### src/hw/rtl/lssc_pkg.sv
// Shared types and constants for the lamp soft-start controller.
// No dependencies; imported by every module of the block.
package lssc_pkg;

  // Event codes carried by an input request.
  typedef enum logic [1:0] {
    ACT_TICK   = 2'd0,
    ACT_BUTTON = 2'd1,
    ACT_EDGE   = 2'd2
  } action_e;

  // Configuration register indexes.
  localparam logic [2:0] CFG_INITIAL_DUTY   = 3'd0;
  localparam logic [2:0] CFG_RAMP_TIME_BASE = 3'd1;
  localparam logic [2:0] CFG_STOP_DELAY     = 3'd2;
  localparam logic [2:0] CFG_WINDOW_TICKS   = 3'd3;
  localparam logic [2:0] CFG_EDGES_NEEDED   = 3'd4;
  localparam logic [2:0] CFG_DEBOUNCE_TICKS = 3'd5;

  localparam int CfgIndexWidth = 3;
  localparam int CfgDataWidth  = 16;

  // Register reset values.
  localparam logic [7:0]  InitialDutyRst   = 8'd52;
  localparam logic [15:0] RampTimeBaseRst  = 16'd2960;
  localparam logic [15:0] StopDelayRst     = 16'd1470;
  localparam logic [15:0] WindowTicksRst   = 16'd882;
  localparam logic [7:0]  EdgesNeededRst   = 8'd3;
  localparam logic [7:0]  DebounceTicksRst = 8'd118;

  // Step delay after reset, worked out from the reset register values.
  localparam int StepDelayRstInt = 2960 / (52 * 4);
  localparam logic [7:0] StepDelayRst =
    (StepDelayRstInt > 255) ? 8'd255 : 8'(StepDelayRstInt);

  // Duty sequence of the button.
  localparam logic [7:0] DutyMin       = 8'd25;
  localparam logic [7:0] DutyStep      = 8'd9;
  localparam logic [7:0] DutyWrapLimit = 8'd97;

  // Divider geometry: dividend is the ramp base, divisor is duty times four.
  localparam int DivDividendWidth = 16;
  localparam int DivDivisorWidth  = 10;
  localparam int DivCountWidth    = 4;

  // Controller state.
  typedef enum logic [1:0] {
    ST_IDLE,
    ST_EXEC,
    ST_DIV_LOAD,
    ST_DIV_WAIT
  } state_e;

  // Commands from the controller to the datapath.
  typedef struct packed {
    logic load_item;
    logic commit;
    logic div_start;
  } cmd_t;

  // Status from the datapath to the controller.
  typedef struct packed {
    logic recalc;
    logic div_done;
  } sts_t;

endpackage

### src/hw/rtl/lamp_soft_start_controller_core.sv
// Lamp soft-start controller, top level. ST_IDLE captures a request; ST_EXEC waits
// while the output is stalled, then commits the result to the result register, and
// the next request is taken even while that result waits. A request that saves a new
// duty then runs the 16-step serial step delay divider; a write to the duty or ramp
// base register in ST_IDLE holds inputs off as it runs. Reset is asynchronous and
// active low; capture, result and divider data registers are not reset.
module lamp_soft_start_controller_core (
  input  logic                              clk_i,
  input  logic                              rst_ni,
  input  logic                              cfg_we_i,
  input  logic [lssc_pkg::CfgIndexWidth-1:0] cfg_index_i,
  input  logic [lssc_pkg::CfgDataWidth-1:0]  cfg_data_i,
  input  logic                              in_valid_i,
  output logic                              in_stall_o,
  input  logic [1:0]                        action_i,
  input  logic                              enable_level_i,
  input  logic                              aux_level_i,
  output logic                              out_valid_o,
  input  logic                              out_stall_i,
  output logic                              pwm_connected_o,
  output logic [7:0]                        compare_value_o,
  output logic                              indicator_on_o,
  output logic                              save_strobe_o,
  output logic [7:0]                        saved_duty_o
);
  import lssc_pkg::*;

  cmd_t                        cmd;
  sts_t                        sts;
  logic [DivDividendWidth-1:0] div_dividend;
  logic [DivDivisorWidth-1:0]  div_divisor;
  logic                        div_done;
  logic [DivDividendWidth-1:0] div_quotient;

  // Sequencing.
  lssc_ctrl u_ctrl (
    .clk_i       (clk_i),
    .rst_ni      (rst_ni),
    .in_valid_i  (in_valid_i),
    .in_stall_o  (in_stall_o),
    .out_valid_o (out_valid_o),
    .out_stall_i (out_stall_i),
    .cfg_we_i    (cfg_we_i),
    .cfg_index_i (cfg_index_i),
    .cmd_o       (cmd),
    .sts_i       (sts)
  );

  // State and update logic.
  lssc_datapath u_datapath (
    .clk_i           (clk_i),
    .rst_ni          (rst_ni),
    .cmd_i           (cmd),
    .sts_o           (sts),
    .cfg_we_i        (cfg_we_i),
    .cfg_index_i     (cfg_index_i),
    .cfg_data_i      (cfg_data_i),
    .action_i        (action_i),
    .enable_level_i  (enable_level_i),
    .aux_level_i     (aux_level_i),
    .div_dividend_o  (div_dividend),
    .div_divisor_o   (div_divisor),
    .div_done_i      (div_done),
    .div_quotient_i  (div_quotient),
    .pwm_connected_o (pwm_connected_o),
    .compare_value_o (compare_value_o),
    .indicator_on_o  (indicator_on_o),
    .save_strobe_o   (save_strobe_o),
    .saved_duty_o    (saved_duty_o)
  );

  // Step delay divider.
  lssc_divider u_divider (
    .clk_i      (clk_i),
    .rst_ni     (rst_ni),
    .start_i    (cmd.div_start),
    .dividend_i (div_dividend),
    .divisor_i  (div_divisor),
    .done_o     (div_done),
    .quotient_o (div_quotient)
  );

endmodule

### src/hw/rtl/lssc_divider.sv
// Iterative restoring divider, one quotient bit per cycle.
// Depends on lssc_pkg for the operand widths.
module lssc_divider (
  input  logic                                 clk_i,
  input  logic                                 rst_ni,
  input  logic                                 start_i,
  input  logic [lssc_pkg::DivDividendWidth-1:0] dividend_i,
  input  logic [lssc_pkg::DivDivisorWidth-1:0]  divisor_i,
  output logic                                 done_o,
  output logic [lssc_pkg::DivDividendWidth-1:0] quotient_o
);
  import lssc_pkg::*;

  logic                        busy_q, busy_d;
  logic                        done_q, done_d;
  logic [DivCountWidth-1:0]    cnt_q, cnt_d;
  logic [DivDivisorWidth-1:0]  rem_q, rem_d;
  logic [DivDivisorWidth-1:0]  div_q, div_d;
  logic [DivDividendWidth-1:0] quo_q, quo_d;
  logic [DivDivisorWidth:0]    trial;
  logic                        fits;

  // One step: shift the next dividend bit into the remainder and try a subtract.
  // A zero divisor always fits, so the quotient comes out all ones.
  assign trial = {rem_q, quo_q[DivDividendWidth-1]};
  assign fits  = (trial >= {1'b0, div_q});

  always_comb begin
    busy_d = busy_q;
    done_d = 1'b0;
    cnt_d  = cnt_q;
    rem_d  = rem_q;
    div_d  = div_q;
    quo_d  = quo_q;
    if (start_i) begin
      busy_d = 1'b1;
      cnt_d  = '0;
      rem_d  = '0;
      div_d  = divisor_i;
      quo_d  = dividend_i;
    end else if (busy_q) begin
      rem_d = fits ? DivDivisorWidth'(trial - {1'b0, div_q}) : trial[DivDivisorWidth-1:0];
      quo_d = {quo_q[DivDividendWidth-2:0], fits};
      cnt_d = cnt_q + 1'b1;
      if (cnt_q == {DivCountWidth{1'b1}}) begin
        busy_d = 1'b0;
        done_d = 1'b1;
      end
    end
  end

  // Control state.
  always_ff @(posedge clk_i or negedge rst_ni) begin
    if (!rst_ni) begin
      busy_q <= 1'b0;
      done_q <= 1'b0;
      cnt_q  <= '0;
    end else begin
      busy_q <= busy_d;
      done_q <= done_d;
      cnt_q  <= cnt_d;
    end
  end

  // Working registers.
  always_ff @(posedge clk_i) begin
    rem_q <= rem_d;
    div_q <= div_d;
    quo_q <= quo_d;
  end

  assign done_o     = done_q;
  assign quotient_o = quo_q;

endmodule

### src/hw/rtl/lssc_datapath.sv
// Datapath: configuration registers, control-loop state, one-pass update logic
// and the result register. Depends on lssc_pkg.
module lssc_datapath (
  input  logic                              clk_i,
  input  logic                              rst_ni,
  input  lssc_pkg::cmd_t                    cmd_i,
  output lssc_pkg::sts_t                    sts_o,
  input  logic                              cfg_we_i,
  input  logic [lssc_pkg::CfgIndexWidth-1:0] cfg_index_i,
  input  logic [lssc_pkg::CfgDataWidth-1:0]  cfg_data_i,
  input  logic [1:0]                        action_i,
  input  logic                              enable_level_i,
  input  logic                              aux_level_i,
  output logic [lssc_pkg::DivDividendWidth-1:0] div_dividend_o,
  output logic [lssc_pkg::DivDivisorWidth-1:0]  div_divisor_o,
  input  logic                              div_done_i,
  input  logic [lssc_pkg::DivDividendWidth-1:0] div_quotient_i,
  output logic                              pwm_connected_o,
  output logic [7:0]                        compare_value_o,
  output logic                              indicator_on_o,
  output logic                              save_strobe_o,
  output logic [7:0]                        saved_duty_o
);
  import lssc_pkg::*;

  // Configuration registers.
  logic [15:0] ramp_base_q, stop_delay_q, window_ticks_q;
  logic [7:0]  edges_needed_q, debounce_q;

  // Captured request.
  logic [1:0] action_q;
  logic       enable_q, aux_q;

  // Control-loop state.
  logic ramp_needed_q, ramp_needed_d;
  logic running_q, running_d;
  logic btn_pending_q, btn_pending_d;
  logic sda_q, sda_d;
  logic win_active_q, win_active_d;
  logic edge_pending_q, edge_pending_d;
  logic forced_off_q, forced_off_d;
  logic btn_armed_q, btn_armed_d;
  logic aux_armed_q, aux_armed_d;
  logic indicator_q, indicator_d;
  logic [7:0]  shared_ticks_q, shared_ticks_d;
  logic [15:0] stop_ticks_q, stop_ticks_d;
  logic [15:0] win_count_q, win_count_d;
  logic [7:0]  edge_count_q, edge_count_d;
  logic [7:0]  duty_q, duty_d;
  logic [7:0]  step_delay_q;
  logic [7:0]  compare_q, compare_d;
  logic        strobe_d;
  logic [7:0]  saved_d;
  logic        recalc;

  // Result register.
  logic       res_running_q, res_indicator_q, res_strobe_q;
  logic [7:0] res_compare_q, res_saved_q;

  // One pass of the control loop on the captured request.
  always_comb begin
    ramp_needed_d  = ramp_needed_q;
    running_d      = running_q;
    btn_pending_d  = btn_pending_q;
    sda_d          = sda_q;
    win_active_d   = win_active_q;
    edge_pending_d = edge_pending_q;
    forced_off_d   = forced_off_q;
    btn_armed_d    = btn_armed_q;
    aux_armed_d    = aux_armed_q;
    indicator_d    = indicator_q;
    shared_ticks_d = shared_ticks_q;
    stop_ticks_d   = stop_ticks_q;
    win_count_d    = win_count_q;
    edge_count_d   = edge_count_q;
    duty_d         = duty_q;
    compare_d      = compare_q;
    strobe_d       = 1'b0;
    saved_d        = '0;
    recalc         = 1'b0;

    // Event handling.
    case (action_q)
      ACT_TICK: begin
        shared_ticks_d = shared_ticks_q + 8'd1;
        stop_ticks_d   = stop_ticks_q + 16'd1;
        win_count_d    = win_count_q + 16'd1;
      end
      ACT_BUTTON: begin
        if (btn_armed_q) begin
          btn_armed_d    = 1'b0;
          shared_ticks_d = '0;
          btn_pending_d  = 1'b1;
          indicator_d    = 1'b1;
        end
      end
      ACT_EDGE: begin
        if (aux_armed_q && !aux_q) begin
          aux_armed_d    = 1'b0;
          shared_ticks_d = '0;
          if (!win_active_q) begin
            win_count_d  = '0;
            win_active_d = 1'b1;
          end
          edge_pending_d = 1'b1;
        end
      end
      default: ;
    endcase

    // Run, ramp and stop delay.
    if (enable_q && !forced_off_d) begin
      if (!running_d) begin
        running_d   = 1'b1;
        btn_armed_d = 1'b1;
      end else if (sda_d) begin
        sda_d = 1'b0;
      end
      if (ramp_needed_d && (shared_ticks_d >= step_delay_q)) begin
        if (compare_d < duty_d) begin
          compare_d      = compare_d + 8'd1;
          shared_ticks_d = '0;
        end else begin
          ramp_needed_d = 1'b0;
        end
      end
    end else if (running_d) begin
      if (!sda_d) begin
        sda_d        = 1'b1;
        stop_ticks_d = '0;
      end
      if (stop_ticks_d >= stop_delay_q) begin
        running_d     = 1'b0;
        compare_d     = 8'd1;
        ramp_needed_d = 1'b1;
        sda_d         = 1'b0;
        btn_armed_d   = 1'b0;
      end
    end

    // Debounced button: step the duty and save it.
    if (btn_pending_d && (shared_ticks_d >= debounce_q)) begin
      indicator_d   = 1'b0;
      btn_pending_d = 1'b0;
      duty_d        = (duty_d <= DutyWrapLimit) ? duty_d + DutyStep : DutyMin;
      compare_d     = duty_d;
      recalc        = 1'b1;
      strobe_d      = 1'b1;
      saved_d       = duty_d;
      btn_armed_d   = 1'b1;
    end

    // Debounced aux edge.
    if (edge_pending_d && (shared_ticks_d >= debounce_q)) begin
      edge_pending_d = 1'b0;
      edge_count_d   = edge_count_d + 8'd1;
      aux_armed_d    = 1'b1;
    end

    // Window end: enough edges with aux high toggles forced-off mode.
    if (win_active_d && (win_count_d >= window_ticks_q)) begin
      if ((edge_count_d >= edges_needed_q) && aux_q) begin
        if (!forced_off_d) begin
          forced_off_d = 1'b1;
          indicator_d  = 1'b1;
          if (running_d) begin
            running_d     = 1'b0;
            compare_d     = 8'd1;
            ramp_needed_d = 1'b1;
            sda_d         = 1'b0;
            btn_armed_d   = 1'b0;
          end
        end else begin
          forced_off_d = 1'b0;
          indicator_d  = 1'b0;
        end
      end
      edge_count_d = '0;
      win_active_d = 1'b0;
    end
  end

  // Configuration writes, state commit and step delay update.
  always_ff @(posedge clk_i or negedge rst_ni) begin
    if (!rst_ni) begin
      ramp_base_q    <= RampTimeBaseRst;
      stop_delay_q   <= StopDelayRst;
      window_ticks_q <= WindowTicksRst;
      edges_needed_q <= EdgesNeededRst;
      debounce_q     <= DebounceTicksRst;
      ramp_needed_q  <= 1'b1;
      running_q      <= 1'b0;
      btn_pending_q  <= 1'b0;
      sda_q          <= 1'b0;
      win_active_q   <= 1'b0;
      edge_pending_q <= 1'b0;
      forced_off_q   <= 1'b0;
      btn_armed_q    <= 1'b0;
      aux_armed_q    <= 1'b1;
      indicator_q    <= 1'b0;
      shared_ticks_q <= '0;
      stop_ticks_q   <= '0;
      win_count_q    <= '0;
      edge_count_q   <= '0;
      duty_q         <= InitialDutyRst;
      step_delay_q   <= StepDelayRst;
      compare_q      <= 8'd1;
    end else begin
      if (cfg_we_i) begin
        case (cfg_index_i)
          CFG_INITIAL_DUTY:   duty_q         <= cfg_data_i[7:0];
          CFG_RAMP_TIME_BASE: ramp_base_q    <= cfg_data_i;
          CFG_STOP_DELAY:     stop_delay_q   <= cfg_data_i;
          CFG_WINDOW_TICKS:   window_ticks_q <= cfg_data_i;
          CFG_EDGES_NEEDED:   edges_needed_q <= cfg_data_i[7:0];
          CFG_DEBOUNCE_TICKS: debounce_q     <= cfg_data_i[7:0];
          default: ;
        endcase
      end
      if (cmd_i.commit) begin
        ramp_needed_q  <= ramp_needed_d;
        running_q      <= running_d;
        btn_pending_q  <= btn_pending_d;
        sda_q          <= sda_d;
        win_active_q   <= win_active_d;
        edge_pending_q <= edge_pending_d;
        forced_off_q   <= forced_off_d;
        btn_armed_q    <= btn_armed_d;
        aux_armed_q    <= aux_armed_d;
        indicator_q    <= indicator_d;
        shared_ticks_q <= shared_ticks_d;
        stop_ticks_q   <= stop_ticks_d;
        win_count_q    <= win_count_d;
        edge_count_q   <= edge_count_d;
        duty_q         <= duty_d;
        compare_q      <= compare_d;
      end
      // Quotients above 255 saturate.
      if (div_done_i) begin
        step_delay_q <= (|div_quotient_i[DivDividendWidth-1:8]) ? 8'd255
                                                                : div_quotient_i[7:0];
      end
    end
  end

  // Request capture and result register.
  always_ff @(posedge clk_i) begin
    if (cmd_i.load_item) begin
      action_q <= action_i;
      enable_q <= enable_level_i;
      aux_q    <= aux_level_i;
    end
    if (cmd_i.commit) begin
      res_running_q   <= running_d;
      res_compare_q   <= compare_d;
      res_indicator_q <= indicator_d;
      res_strobe_q    <= strobe_d;
      res_saved_q     <= saved_d;
    end
  end

  // Step delay is base / (duty * 4), the same as dividing by duty then four.
  assign div_dividend_o = ramp_base_q;
  assign div_divisor_o  = {duty_q, 2'b00};

  assign sts_o.recalc   = recalc;
  assign sts_o.div_done = div_done_i;

  assign pwm_connected_o = res_running_q;
  assign compare_value_o = res_compare_q;
  assign indicator_on_o  = res_indicator_q;
  assign save_strobe_o   = res_strobe_q;
  assign saved_duty_o    = res_saved_q;

endmodule

### src/hw/rtl/lssc_ctrl.sv
// Controller state machine: request handshake, commit sequencing and divider
// start. Depends on lssc_pkg.
module lssc_ctrl (
  input  logic                              clk_i,
  input  logic                              rst_ni,
  input  logic                              in_valid_i,
  output logic                              in_stall_o,
  output logic                              out_valid_o,
  input  logic                              out_stall_i,
  input  logic                              cfg_we_i,
  input  logic [lssc_pkg::CfgIndexWidth-1:0] cfg_index_i,
  output lssc_pkg::cmd_t                    cmd_o,
  input  lssc_pkg::sts_t                    sts_i
);
  import lssc_pkg::*;

  state_e state_q, state_d;
  logic   out_valid_q, out_valid_d;
  logic   in_accept;
  logic   out_free;
  logic   cfg_recalc;

  // Inputs are held off during any configuration write.
  assign in_stall_o = (state_q != ST_IDLE) || cfg_we_i;
  assign in_accept  = in_valid_i && !in_stall_o;
  assign out_free   = !out_valid_q || !out_stall_i;
  assign cfg_recalc = cfg_we_i &&
                      (cfg_index_i inside {CFG_INITIAL_DUTY, CFG_RAMP_TIME_BASE});

  // Next state and commands.
  always_comb begin
    state_d         = state_q;
    out_valid_d     = out_valid_q && out_stall_i;
    cmd_o.load_item = 1'b0;
    cmd_o.commit    = 1'b0;
    cmd_o.div_start = 1'b0;
    case (state_q)
      ST_IDLE: begin
        if (cfg_recalc) begin
          state_d = ST_DIV_LOAD;
        end else if (in_accept) begin
          cmd_o.load_item = 1'b1;
          state_d         = ST_EXEC;
        end
      end
      ST_EXEC: begin
        if (out_free) begin
          cmd_o.commit = 1'b1;
          out_valid_d  = 1'b1;
          state_d      = sts_i.recalc ? ST_DIV_LOAD : ST_IDLE;
        end
      end
      ST_DIV_LOAD: begin
        cmd_o.div_start = 1'b1;
        state_d         = ST_DIV_WAIT;
      end
      ST_DIV_WAIT: begin
        if (sts_i.div_done) begin
          state_d = ST_IDLE;
        end
      end
      default: state_d = ST_IDLE;
    endcase
  end

  always_ff @(posedge clk_i or negedge rst_ni) begin
    if (!rst_ni) begin
      state_q     <= ST_IDLE;
      out_valid_q <= 1'b0;
    end else begin
      state_q     <= state_d;
      out_valid_q <= out_valid_d;
    end
  end

  assign out_valid_o = out_valid_q;

endmodule
### config.mk
export PLATFORM = sky130hd
export DESIGN_NAME = lamp_soft_start_controller_core
export DESIGN_NICKNAME = d
export VERILOG_FILES = /design/src/hw/rtl/lssc_pkg.sv /design/src/hw/rtl/lamp_soft_start_controller_core.sv /design/src/hw/rtl/lssc_divider.sv /design/src/hw/rtl/lssc_datapath.sv /design/src/hw/rtl/lssc_ctrl.sv
export SDC_FILE = /design/constraint.sdc
export NUM_CORES = 1
export LEC_CHECK = 0
export BUFFER_PORTS_ARGS = -buffer_cell sky130_fd_sc_hd__buf_4
export CAP_MARGIN = 30
export CELL_PAD_IN_SITES_DETAIL_PLACEMENT = 1
export CELL_PAD_IN_SITES_GLOBAL_PLACEMENT = 1
export CORE_MARGIN = 3
export CORE_UTILIZATION = 45
export CTS_CLUSTER_SIZE = 12
export DETAILED_ROUTE_END_ITERATION = 7
export PLACE_DENSITY_LB_ADDON = 0.1
export SETUP_SLACK_MARGIN = 0.15
export SLEW_MARGIN = 20
export SYNTH_ARGS = -nofsm -noshare
export SYNTH_HDL_FRONTEND = slang
export SYNTH_HIERARCHICAL = 1
export SYNTH_SLANG_ARGS = --single-unit
### constraint.sdc
create_clock -name clk_i -period 9.1 [get_ports clk_i]
set_clock_uncertainty 0.2 [all_clocks]
set_input_delay 1.82 -clock clk_i [delete_from_list [all_inputs] [get_ports clk_i]]
set_output_delay 1.82 -clock clk_i [all_outputs]
set_load 0.02 [all_outputs]
After elaboration in Yosys (flattened, before gate mapping)
Index checks and enable logic that the tools add are counted.

Logic and storage cells: 215. Input port bits: 28. Flip-flop bits (word level): 212.

$lt $le $gt $ge: 8. Mux-type cells: 109. Reduce and logical (&&, ||, !) cells: 37. Equality and inequality tests: 15. Add/sub/neg operators: 8.

Operators with widths (number): $mux W8 (23); $mux W16 (10); $mux W1 (65); $add A16 B1 Y16 const B (2); $ge A16 B16 Y1 (2); $pmux W16 S2 (1); $add A8 B1 Y8 const B (3); $ge A8 B8 Y1 (3); $pmux W8 S3 (1); $reduce_bool A2 Y1 (7); $reduce_and A3 Y1 (4); $ge A11 B10 Y1 (1); $logic_and A1 B1 Y1 (10); $mux W10 (1); $mux W2 (5); $reduce_and A2 Y1 (5); $sub A10 B10 Y10 (1); $add A8 B4 Y8 const B (1); $le A8 B7 Y1 const B (1); $lt A8 B8 Y1 (1); $mux W4 (2); $pmux W2 S4 (1); $reduce_or A8 Y1 (1); $eq A2 B2 Y1 const B (3); 12 further kinds (23).

Longest topological paths before layout
Gate-level depths: netlist (run 1).

Word-level depth: 15. Depth in mapped cells: 29.

By module
The synthesis (run 1) kept the hierarchy.

Modules (own cells, without submodules): lssc_datapath (cells each 984, area an instance 9857.0 µm², seq. area each 4388.0 µm², times used 1); lssc_divider (cells each 184, area an instance 2163.3 µm², seq. area each 1131.1 µm², times used 1); lssc_ctrl (cells each 22, area an instance 182.7 µm², seq. area each 75.1 µm², times used 1).

Worst setup path before layout (run 1)
Ideal clock, no wire load.

Kind: reg2reg. Start: reg u_datapath.action_q[0]. End: reg u_datapath.ramp_needed_q. Period minus slack after synthesis: 6.224 ns. Required time: 8.817 ns. Setup slack: 2.876 ns. Arrival time: 5.941 ns. Cell stages (with the launch flop): 29. Library setup time: 0.083 ns. Path through: edfxtp_1 -> or2_2 -> clkbuf_1 -> clkbuf_1 -> nor2_1 -> o21ai_0 -> o21ai_0 -> ha_1 -> a2111o_1 -> a32o_1 -> and2_1 -> buf_2 -> nor2_1 -> ha_1 -> a211oi_1 -> nand3_1 -> a41oi_2 -> nor3b_1 -> and3_1 -> xor2_1 -> ha_1 -> a21o_1 -> a2111oi_0 -> o21ai_0 -> o211ai_1 -> nand2b_1 -> clkbuf_1 -> o21ai_1 -> o32a_1.

Cells in the longest elaborated chain, start to end: 13. Elaborated cells between the ends (all ways): 35. Those cells by class: 5 x order compare; 2 x eq/ne; 23 x mux; 5 x reduce/logical.

RTL lines: start: declaration (line lssc_datapath.sv:31) `logic [1:0] action_q;`; start signal: assignment (line lssc_datapath.sv:249) `action_q <= action_i;`; $eq A2 B2 Y1, or another cell as far along (line lssc_datapath.sv:83) `case (action_q)`; $pmux W8 S3 (*) (line lssc_datapath.sv:83); $ge A8 B8 Y1 (line lssc_datapath.sv:119) `if (ramp_needed_d && (shared_ticks_d >= step_delay_q)) begin`; $logic_and A1 B1 Y1 (line lssc_datapath.sv:119); $mux W8 (line lssc_datapath.sv:119); $mux W8 (*) (line lssc_datapath.sv:112) `if (enable_q && !forced_off_d) begin`; net u_datapath.shared_ticks_d[5] (line lssc_datapath.sv:45) `logic [7:0] shared_ticks_q, shared_ticks_d;`; $ge A8 B8 Y1 (*) (line lssc_datapath.sv:154) `if (edge_pending_d && (shared_ticks_d >= debounce_q)) begin`; $logic_and A1 B1 Y1 (*) (line lssc_datapath.sv:154); $mux W8 (*) (line lssc_datapath.sv:154); $ge A8 B8 Y1 (*) (line lssc_datapath.sv:162) `if ((edge_count_d >= edges_needed_q) && aux_q) begin`; $logic_and A1 B1 Y1 (*) (line lssc_datapath.sv:162); $mux W1 (*) (line lssc_datapath.sv:162); $mux W1 (*) (line lssc_datapath.sv:161) `if (win_active_d && (win_count_d >= window_ticks_q)) begin`; end signal: assignment (line lssc_datapath.sv:221) `ramp_needed_q <= ramp_needed_d;`; end: declaration (line lssc_datapath.sv:35) `logic ramp_needed_q, ramp_needed_d;`.

Mark *: on every way through the listed nets, which the timed path passes. The rest lies on a longest branch. The select of a mux whose other input is x is not followed. A chain may end at the register's enable or synchronous reset.

Final worst setup path (run 1)
Ends and elaborated chain as after synthesis.

==> out/results.txt, run 1 <==
worst path cell trace: or2_2, nor2_1, a21oi_1, ha_1, nand2b_1, a2111o_1, a32o_1, and2_1, nor2_1, ha_1, a211oi_1, nand3_1, a41oi_2, nor3b_1, and3_1, xor2_1, ha_1, a21o_1, a2111oi_0, o21ai_0, o211ai_1, nand2b_1, o21ai_1, o32a_1
floorplan row count: 59
unrepaired setup endpoints after global routing: false
clock buffers created by TritonCTS: 26
Max Slew Vio Count: 0
area share of xor/xnor cells in the synthesized design: 3.37%
most frequent cells after synthesis: sky130_fd_sc_hd__dfrtp_1, sky130_fd_sc_hd__nand2_1, sky130_fd_sc_hd__inv_1
overall routed net length: 32200 µm
DR iter-0 viols: 497
max-slew headroom at the worst pin: 34.6%
cell accounting for the most synthesized area: sky130_fd_sc_hd__dfrtp_1
Worst Path Required: 9.35 ns
Fmax: 139 MHz
largest fanout on the critical path: 20
average routed wire per standard cell: 20.2 µm
maximum number of buffers from clock root to sink: 3
buffers added on ports: 48
signal arrival time at the worst endpoint: 7.42 ns
Die Wd: 171 µm
count of final setup violators: 0
Filler cells: 2882
post-synthesis async set-or-reset flop share: 72.4%
Critical Path Source Type: register
part of the total power dissipated in sequential elements: 39.3%
internal power of the cells: 2.43 mW
endpoint type of the worst setup path: register
cell count along the critical path: 24
Met3 Wirelength: 1020 µm
area share of fa/ha/maj cells after synthesis: 8.57%
dominant combinational cell family by area after synthesis: compound AO/OA/AOI/OAI gates
combinational group share of total power: 33.4%
number of enable-type register cells in the synthesized netlist: 49
compound-gate portion of the synthesized area: 14.7%
DRC violations left: 0
Leakage Power: 6.13 nW
global-route total usage across every layer: 22.5%
clk sinks: 214
count of antenna-violating nets left after detailed routing: 0
DPL Wire Length: 22900 µm
proportion of netlist area held by the largest area contributor: 24.6%
starting density of the core: 46.3%
smallest hold slack: 0.300 ns
number of resized instances in the post-cts repair step: 0
synthesized-area fraction occupied by and/or/nand/nor cells: 14.2%
global-route wire length before repair: 52600 µm
largest delay contributor family on the critical path: compound AO/OA/AOI/OAI gates
share of the yosys chip area belonging to registers: 45.8%
Worst Reg-to-Reg Cells: 24
die outline height: 171 µm
Total Die Area: 29100 µm²
kind of critical path: reg2reg
total number of yosys warnings: 6
hold_buf cts: 0
maximum number of pins on one net before global-route repair: 90
type of the worst min-delay path: reg2reg
number of vias per cell after detailed routing: 5.73
number of vias in the routed layout: 9100
grt total ovfl: 0
IR drop worst, VDD: 155 µV
mean post-synth cell area: 10.3 µm²
number of storage elements in the synthesis netlist: 214
Clk Latency, worst-skew pair: 0.53 ns
Clock power frac: 27.3%
measured slew at the worst slew-check pin: 0.976 ns
Max Cap Violations: 0
clock tree root driver cell: sky130_fd_sc_hd__clkbuf_16
accumulated negative setup slack: 0 ns
netlist area before placement: 12200 µm²
post-CTS setup buffers: 0
most frequent CP cell: sky130_fd_sc_hd__ha_1
via count of the first global-routing pass: 9596
net switching share of the total power: 34.8%
Power Dens Cells: 271 nW/µm²
amount of wire on met2 after detailed routing: 15100 µm
post-layout util: 52.2%
WP buf/inv: 0
result of the run: finished, final reports clean
H-Tree Depth: 1
final hold violation count: 0
clock edge transition at the registers on the reported setup and hold paths: 0.06 ns
Top Layer Used: met4
count of boundary I/O pins: 49
Net count, final: 1345
hold path depth: 1
CTS tree: built
Primary FF master, synth: sky130_fd_sc_hd__dfrtp_1
top-count cell post-synth: sky130_fd_sc_hd__dfrtp_1
switching pwr: 1.30 mW
post-synthesis mux area share: 8.65%
final worst path period need: 7.17 ns
CP max stage delay: 0.52 ns
fraction of final layout cells with drive strength greater than 1: 19.5%
placer congestion estimate: 0.821
top cells by area, synth: sky130_fd_sc_hd__dfrtp_1, sky130_fd_sc_hd__edfxtp_1, sky130_fd_sc_hd__ha_1
CP max-delay cell: sky130_fd_sc_hd__or2_2
share of the cycle needed by the critical path after routing: 78.8%
count of mapped cells out of synthesis: 1190
post-synth cell types: 86
wire length on met1: 15600 µm
First-pass DRT Iterations: 5
CORE AREA: 26400 µm²
ANT cells: 0
number of antenna violations at the first check in global routing: 1
Layout area overhead: 12.7%
final cells by class:
cell class / count / area [µm²] / share of cell area (%)
Multi-Input combinational cell: 838 / 6080 / 44.2
Tap cell: 335 / 419 / 3.05
Timing Repair Buffer: 60 / 467 / 3.39
Clock inverter: 13 / 118 / 0.855
Inverter: 94 / 353 / 2.56
Clock buffer: 35 / 726 / 5.27
Sequential cell: 214 / 5590 / 40.7
worst reg2reg max path: stages, from the launching register on:
cell                        delay, ns
sky130_fd_sc_hd__edfxtp_1        0.51
sky130_fd_sc_hd__or2_2           0.52
sky130_fd_sc_hd__nor2_1          0.16
sky130_fd_sc_hd__a21oi_1         0.08
sky130_fd_sc_hd__ha_1            0.28
sky130_fd_sc_hd__nand2b_1        0.14
sky130_fd_sc_hd__a2111o_1        0.41
sky130_fd_sc_hd__a32o_1          0.33
sky130_fd_sc_hd__and2_1          0.32
sky130_fd_sc_hd__nor2_1          0.24
sky130_fd_sc_hd__ha_1            0.30
sky130_fd_sc_hd__a211oi_1        0.27
sky130_fd_sc_hd__nand3_1         0.12
sky130_fd_sc_hd__a41oi_2         0.43
sky130_fd_sc_hd__nor3b_1         0.19
sky130_fd_sc_hd__and3_1          0.26
sky130_fd_sc_hd__xor2_1          0.15
sky130_fd_sc_hd__ha_1            0.30
sky130_fd_sc_hd__a21o_1          0.18
sky130_fd_sc_hd__a2111oi_0       0.42
sky130_fd_sc_hd__o21ai_0         0.16
sky130_fd_sc_hd__o211ai_1        0.17
sky130_fd_sc_hd__nand2b_1        0.32
sky130_fd_sc_hd__o21ai_1         0.24
sky130_fd_sc_hd__o32a_1          0.38
layout by cell type (no fill, tap or decap), types with 6 or more instances in the layout:
master and count:
sky130_fd_sc_hd__a31oi_1 8, sky130_fd_sc_hd__or3_1 8, sky130_fd_sc_hd__nor2_1 73, sky130_fd_sc_hd__nand3_1 26, sky130_fd_sc_hd__xor2_1 26, sky130_fd_sc_hd__and2_1 24
sky130_fd_sc_hd__a21o_1 6, sky130_fd_sc_hd__mux2i_1 11, sky130_fd_sc_hd__ha_1 82, sky130_fd_sc_hd__o21ai_1 6, sky130_fd_sc_hd__a21oi_1 55, sky130_fd_sc_hd__dfxtp_1 10
sky130_fd_sc_hd__dfstp_2 35, sky130_fd_sc_hd__buf_4 58, sky130_fd_sc_hd__clkbuf_1 6, sky130_fd_sc_hd__mux2_2 83, sky130_fd_sc_hd__nor2b_1 7, sky130_fd_sc_hd__nor3_1 11
sky130_fd_sc_hd__and3_1 28, sky130_fd_sc_hd__inv_1 92, sky130_fd_sc_hd__a211oi_1 17, sky130_fd_sc_hd__o31ai_1 11, sky130_fd_sc_hd__clkbuf_16 27, sky130_fd_sc_hd__nand4_1 14
sky130_fd_sc_hd__edfxtp_1 49, sky130_fd_sc_hd__nand2b_1 16, sky130_fd_sc_hd__o21ai_0 83, sky130_fd_sc_hd__o21a_1 6, sky130_fd_sc_hd__nand2_1 96, sky130_fd_sc_hd__o22a_1 11
sky130_fd_sc_hd__a22o_1 8, sky130_fd_sc_hd__xnor2_1 21, sky130_fd_sc_hd__dfrtp_1 120
registers in the layout, indices dropped and copies added, names as in the netlist, 10 cells and up:
signal                     flops
u_datapath/div_dividend_o     16
u_datapath/stop_delay_q       16
u_datapath/stop_ticks_q       16
u_datapath/win_count_q        16
u_datapath/window_ticks_q     16
u_divider/div_q               10
u_divider/quotient_o          16
u_divider/rem_q               10
power by group through the flow:
stage                     combinational (mW)  clock, mW  sequential [mW]
after floorplan                        0.914          0             1.43
after global placement                  1.21          0             1.47
after detailed placement                1.24          0             1.48
after CTS                               1.25       1.05             1.47
after global routing                    1.39       1.09             1.50
final                                   1.24       1.02             1.47
final timing paths:
kind                                       startpoint                       endpoint  slack (ns)
hold / removal             u_datapath/edge_count_q[7]     u_datapath/edge_count_q[7]        0.30
max in group asynchronous                      rst_ni           u_datapath/duty_q[2]        6.20
hold reg to reg            u_datapath/edge_count_q[7]     u_datapath/edge_count_q[7]        0.30
setup reg to reg               u_datapath/action_q[0]       u_datapath/ramp_needed_q        1.93
min in group asynchronous                      rst_ni  u_datapath/div_dividend_o[13]        1.17
setup / recovery               u_datapath/action_q[0]       u_datapath/ramp_needed_q        1.93
per-stage QoR:
stage	instance area, µm²	power [mW]	std cells	worst slack, ns
after floorplan	12200	2.34	1192	2.88
after global placement	12900	2.68	1539	2.21
after detailed placement	12900	2.72	1539	1.93
after CTS	13700	3.77	1587	1.87
after global routing	13800	3.99	1589	1.32
final	13800	3.73	1589	1.93
cell families after synthesis:
kind of cell               after synthesis
AOI/OAI and AO/OA                      269
xor gates and xnor gates                47
buffers and inverters                  140
DFF                                    214
adders and majority gates               83
other                                    1
and+or+nand+nor                        341
muxes                                   95
metal layers:
| metal | GRT usage [%] | vias to the layer above |
|---|---|---|
| li1 | - | 4349 |
| met1 | 32.6 | 4595 |
| met2 | 37.0 | 130 |
| met3 | 2.68 | 26 |
| met4 | 3.70 | 0 |
| met5 | 0 | - |
(Power assumes the default switching activity.)
==> run 2: changes to the inputs <==
==> constraint.sdc (replaced) <==
create_clock -name clk_i -period 7.19 [get_ports clk_i]
set_clock_uncertainty 0.2 [all_clocks]
set_input_delay 1.438 -clock clk_i [delete_from_list [all_inputs] [get_ports clk_i]]
set_output_delay 1.438 -clock clk_i [all_outputs]
set_load 0.02 [all_outputs]
==> out/results.txt, run 2 (same netlist as run 1, synthesis figures left out) <==
global-route total usage across every layer: 23.0% (was 22.5%)
most frequent standard cell in the layout excluding fill and tap cells: sky130_fd_sc_hd__dfrtp_1 (unchanged)
startpoint of the lowest-slack hold path: u_datapath/div_dividend_o[0] (was u_datapath/edge_count_q[7])
Layout area overhead: 13.5% (was 12.7%)
ANT cells: 0 (unchanged)
instance area at placement: 12900 µm² (about the same)
measured slew at the worst slew-check pin: 0.919 ns (was 0.976 ns)
Leakage Power: 6.16 nW (was 6.13 nW)
share of the cycle needed by the critical path after routing: 94.0% (was 78.8%)
clock tree root driver cell: sky130_fd_sc_hd__clkbuf_16 (unchanged)
fraction of final layout cells with drive strength greater than 1: 20.0% (was 19.5%)
CTS tree: built (unchanged)
WP buf/inv: 0 (unchanged)
DPL Wire Length: 23400 µm (was 22900 µm)
post-CTS setup buffers: 0 (unchanged)
Max Slew Vio Count: 0 (unchanged)
maximum number of pins on one net before global-route repair: 90 (unchanged)
unrepaired setup endpoints after global routing: true (was false)
number of vias per cell after detailed routing: 5.74 (was 5.73)
largest delay contributor family on the critical path: compound AO/OA/AOI/OAI gates (unchanged)
starting density of the core: 46.3% (unchanged)
largest fanout on the critical path: 12 (was 20)
Clk Latency, worst-skew pair: 0.53 ns (about the same)
combined area of the multi-input logic cells: 6100 µm² (was 6080 µm²)
final worst path period need: 6.76 ns (was 7.17 ns)
Net count, final: 1347 (was 1345)
number of vias in the routed layout: 9133 (was 9100)
kind of critical path: reg2reg (unchanged)
count of boundary I/O pins: 49 (unchanged)
clk sinks: 214 (unchanged)
placer congestion estimate: 0.838 (was 0.821)
result of the run: finished, final reports clean (unchanged)
commonest cells after routing, fill and taps aside: sky130_fd_sc_hd__dfrtp_1, sky130_fd_sc_hd__nand2_1, sky130_fd_sc_hd__inv_1, sky130_fd_sc_hd__o21ai_0, sky130_fd_sc_hd__mux2_2 (unchanged)
final hold violation count: 0 (unchanged)
Total Die Area: 29100 µm² (unchanged)
origin of the critical flop-to-flop path: u_datapath/aux_q (was u_datapath/action_q[0])
post-layout util: 52.6% (was 52.2%)
overall routed net length: 33200 µm (was 32200 µm)
maximum number of buffers from clock root to sink: 3 (unchanged)
CP max-delay cell: sky130_fd_sc_hd__a2111o_1 (was sky130_fd_sc_hd__or2_2)
Filler cells: 2885 (was 2882)
Power Dens Cells: 349 nW/µm² (was 271 nW/µm²)
endpoint type of the worst setup path: register (unchanged)
DRC violations left: 0 (unchanged)
Critical Path Source Type: register (unchanged)
type of the worst min-delay path: reg2reg (unchanged)
IR drop worst, VDD: 162 µV (was 155 µV)
clock edge transition at the registers on the reported setup and hold paths: 0.06 ns (about the same)
count of final setup violators: 0 (unchanged)
Worst Path Required: 7.45 ns (was 9.35 ns)
signal arrival time at the worst endpoint: 7.02 ns (was 7.42 ns)
final std cell area, no fill: 13900 µm² (was 13800 µm²)
hold path depth: 1 (unchanged)
Fmax: 148 MHz (was 139 MHz)
floorplan row count: 59 (unchanged)
DR iter-0 viols: 442 (was 497)
CP max stage delay: 0.41 ns (was 0.52 ns)
buffers added on ports: 48 (unchanged)
Storage cell area: 5590 µm² (unchanged)
global-route wire length before repair: 53400 µm (was 52600 µm)
via count of the first global-routing pass: 9649 (was 9596)
Hold Path Sink: u_datapath/div_dividend_o[0] (was u_datapath/edge_count_q[7])
Worst R2R End: u_datapath/ramp_needed_q (unchanged)
max-slew headroom at the worst pin: 38.6% (was 34.6%)
accumulated negative setup slack: 0 ns (unchanged)
die outline height: 171 µm (unchanged)
number of antenna violations at the first check in global routing: 1 (unchanged)
average routed wire per standard cell: 20.8 µm (was 20.2 µm)
CORE AREA: 26400 µm² (unchanged)
Worst Reg-to-Reg Cells: 25 (was 24)
setup slack of the most critical reg-to-reg path: 0.43 ns (was 1.93 ns)
count of antenna-violating nets left after detailed routing: 0 (unchanged)
Max Cap Violations: 0 (unchanged)
H-Tree Depth: 1 (unchanged)
First-pass DRT Iterations: 5 (unchanged)
grt total ovfl: 0 (unchanged)
clock buffers created by TritonCTS: 26 (unchanged)
Die Wd: 171 µm (unchanged)
-- run 2: metrics by stage --
step           hold slack (ns)  power (mW)  worst slack, ns  instances
6_report                 0.301        4.84            0.430       1591
5_1_grt                  0.328        5.18           0.0429       1591
4_1_cts                  0.306        4.88            0.330       1589
3_5_place_dp             0.279        3.47            0.412       1541
3_3_place_gp             0.281        3.41            0.722       1541
2_1_floorplan            0.251        2.97            0.966       1192
-- run 2: area by class of cell --
cell class / instances / area share (%)
clock inverter: 15 / 1.30
timing repair buffer: 62 / 3.60
inverter: 94 / 2.55
tap: 335 / 3.03
sequential: 214 / 40.4
clock buffer: 33 / 5.11
multi-input combinational: 838 / 44.0
-- run 2: where the power goes --
group / switching, mW / leakage [nW] / internal, mW
registers: 0.240 / 2.47 / 1.62
clock network: 0.530 / 0.430 / 0.839
logic: 0.917 / 3.26 / 0.691
-- run 2: timing repair --
item                       4_1_cts  5_1_grt
hold buffers                     0        0
gates resized for setup          0        4
setup endpoints to repair        0       24
-- run 2: how the worst max path moves through the flow --
| stage | start | end | cells past startpoint |
|---|---|---|---|
| after floorplan | u_datapath/action_q[0] | u_datapath/ramp_needed_q | 28 |
| after global placement | u_datapath/aux_q | u_datapath/ramp_needed_q | 27 |
| after detailed placement | u_datapath/aux_q | u_datapath/ramp_needed_q | 27 |
| after CTS | u_datapath/aux_q | u_datapath/ramp_needed_q | 27 |
| after global routing | u_datapath/aux_q | u_datapath/ramp_needed_q | 25 |
| final | u_datapath/aux_q | u_datapath/ramp_needed_q | 25 |
-- run 2: routing by layer --
layer	routed length, µm	vias to the layer above	global-route usage (%)	share of wire [%]
met5	0	-	0	0
met4	642	0	5.68	1.9
met3	976	38	2.61	2.9
met2	15600	136	38.1	47
met1	15900	4600	32.5	48
li1	-	4359	-	-
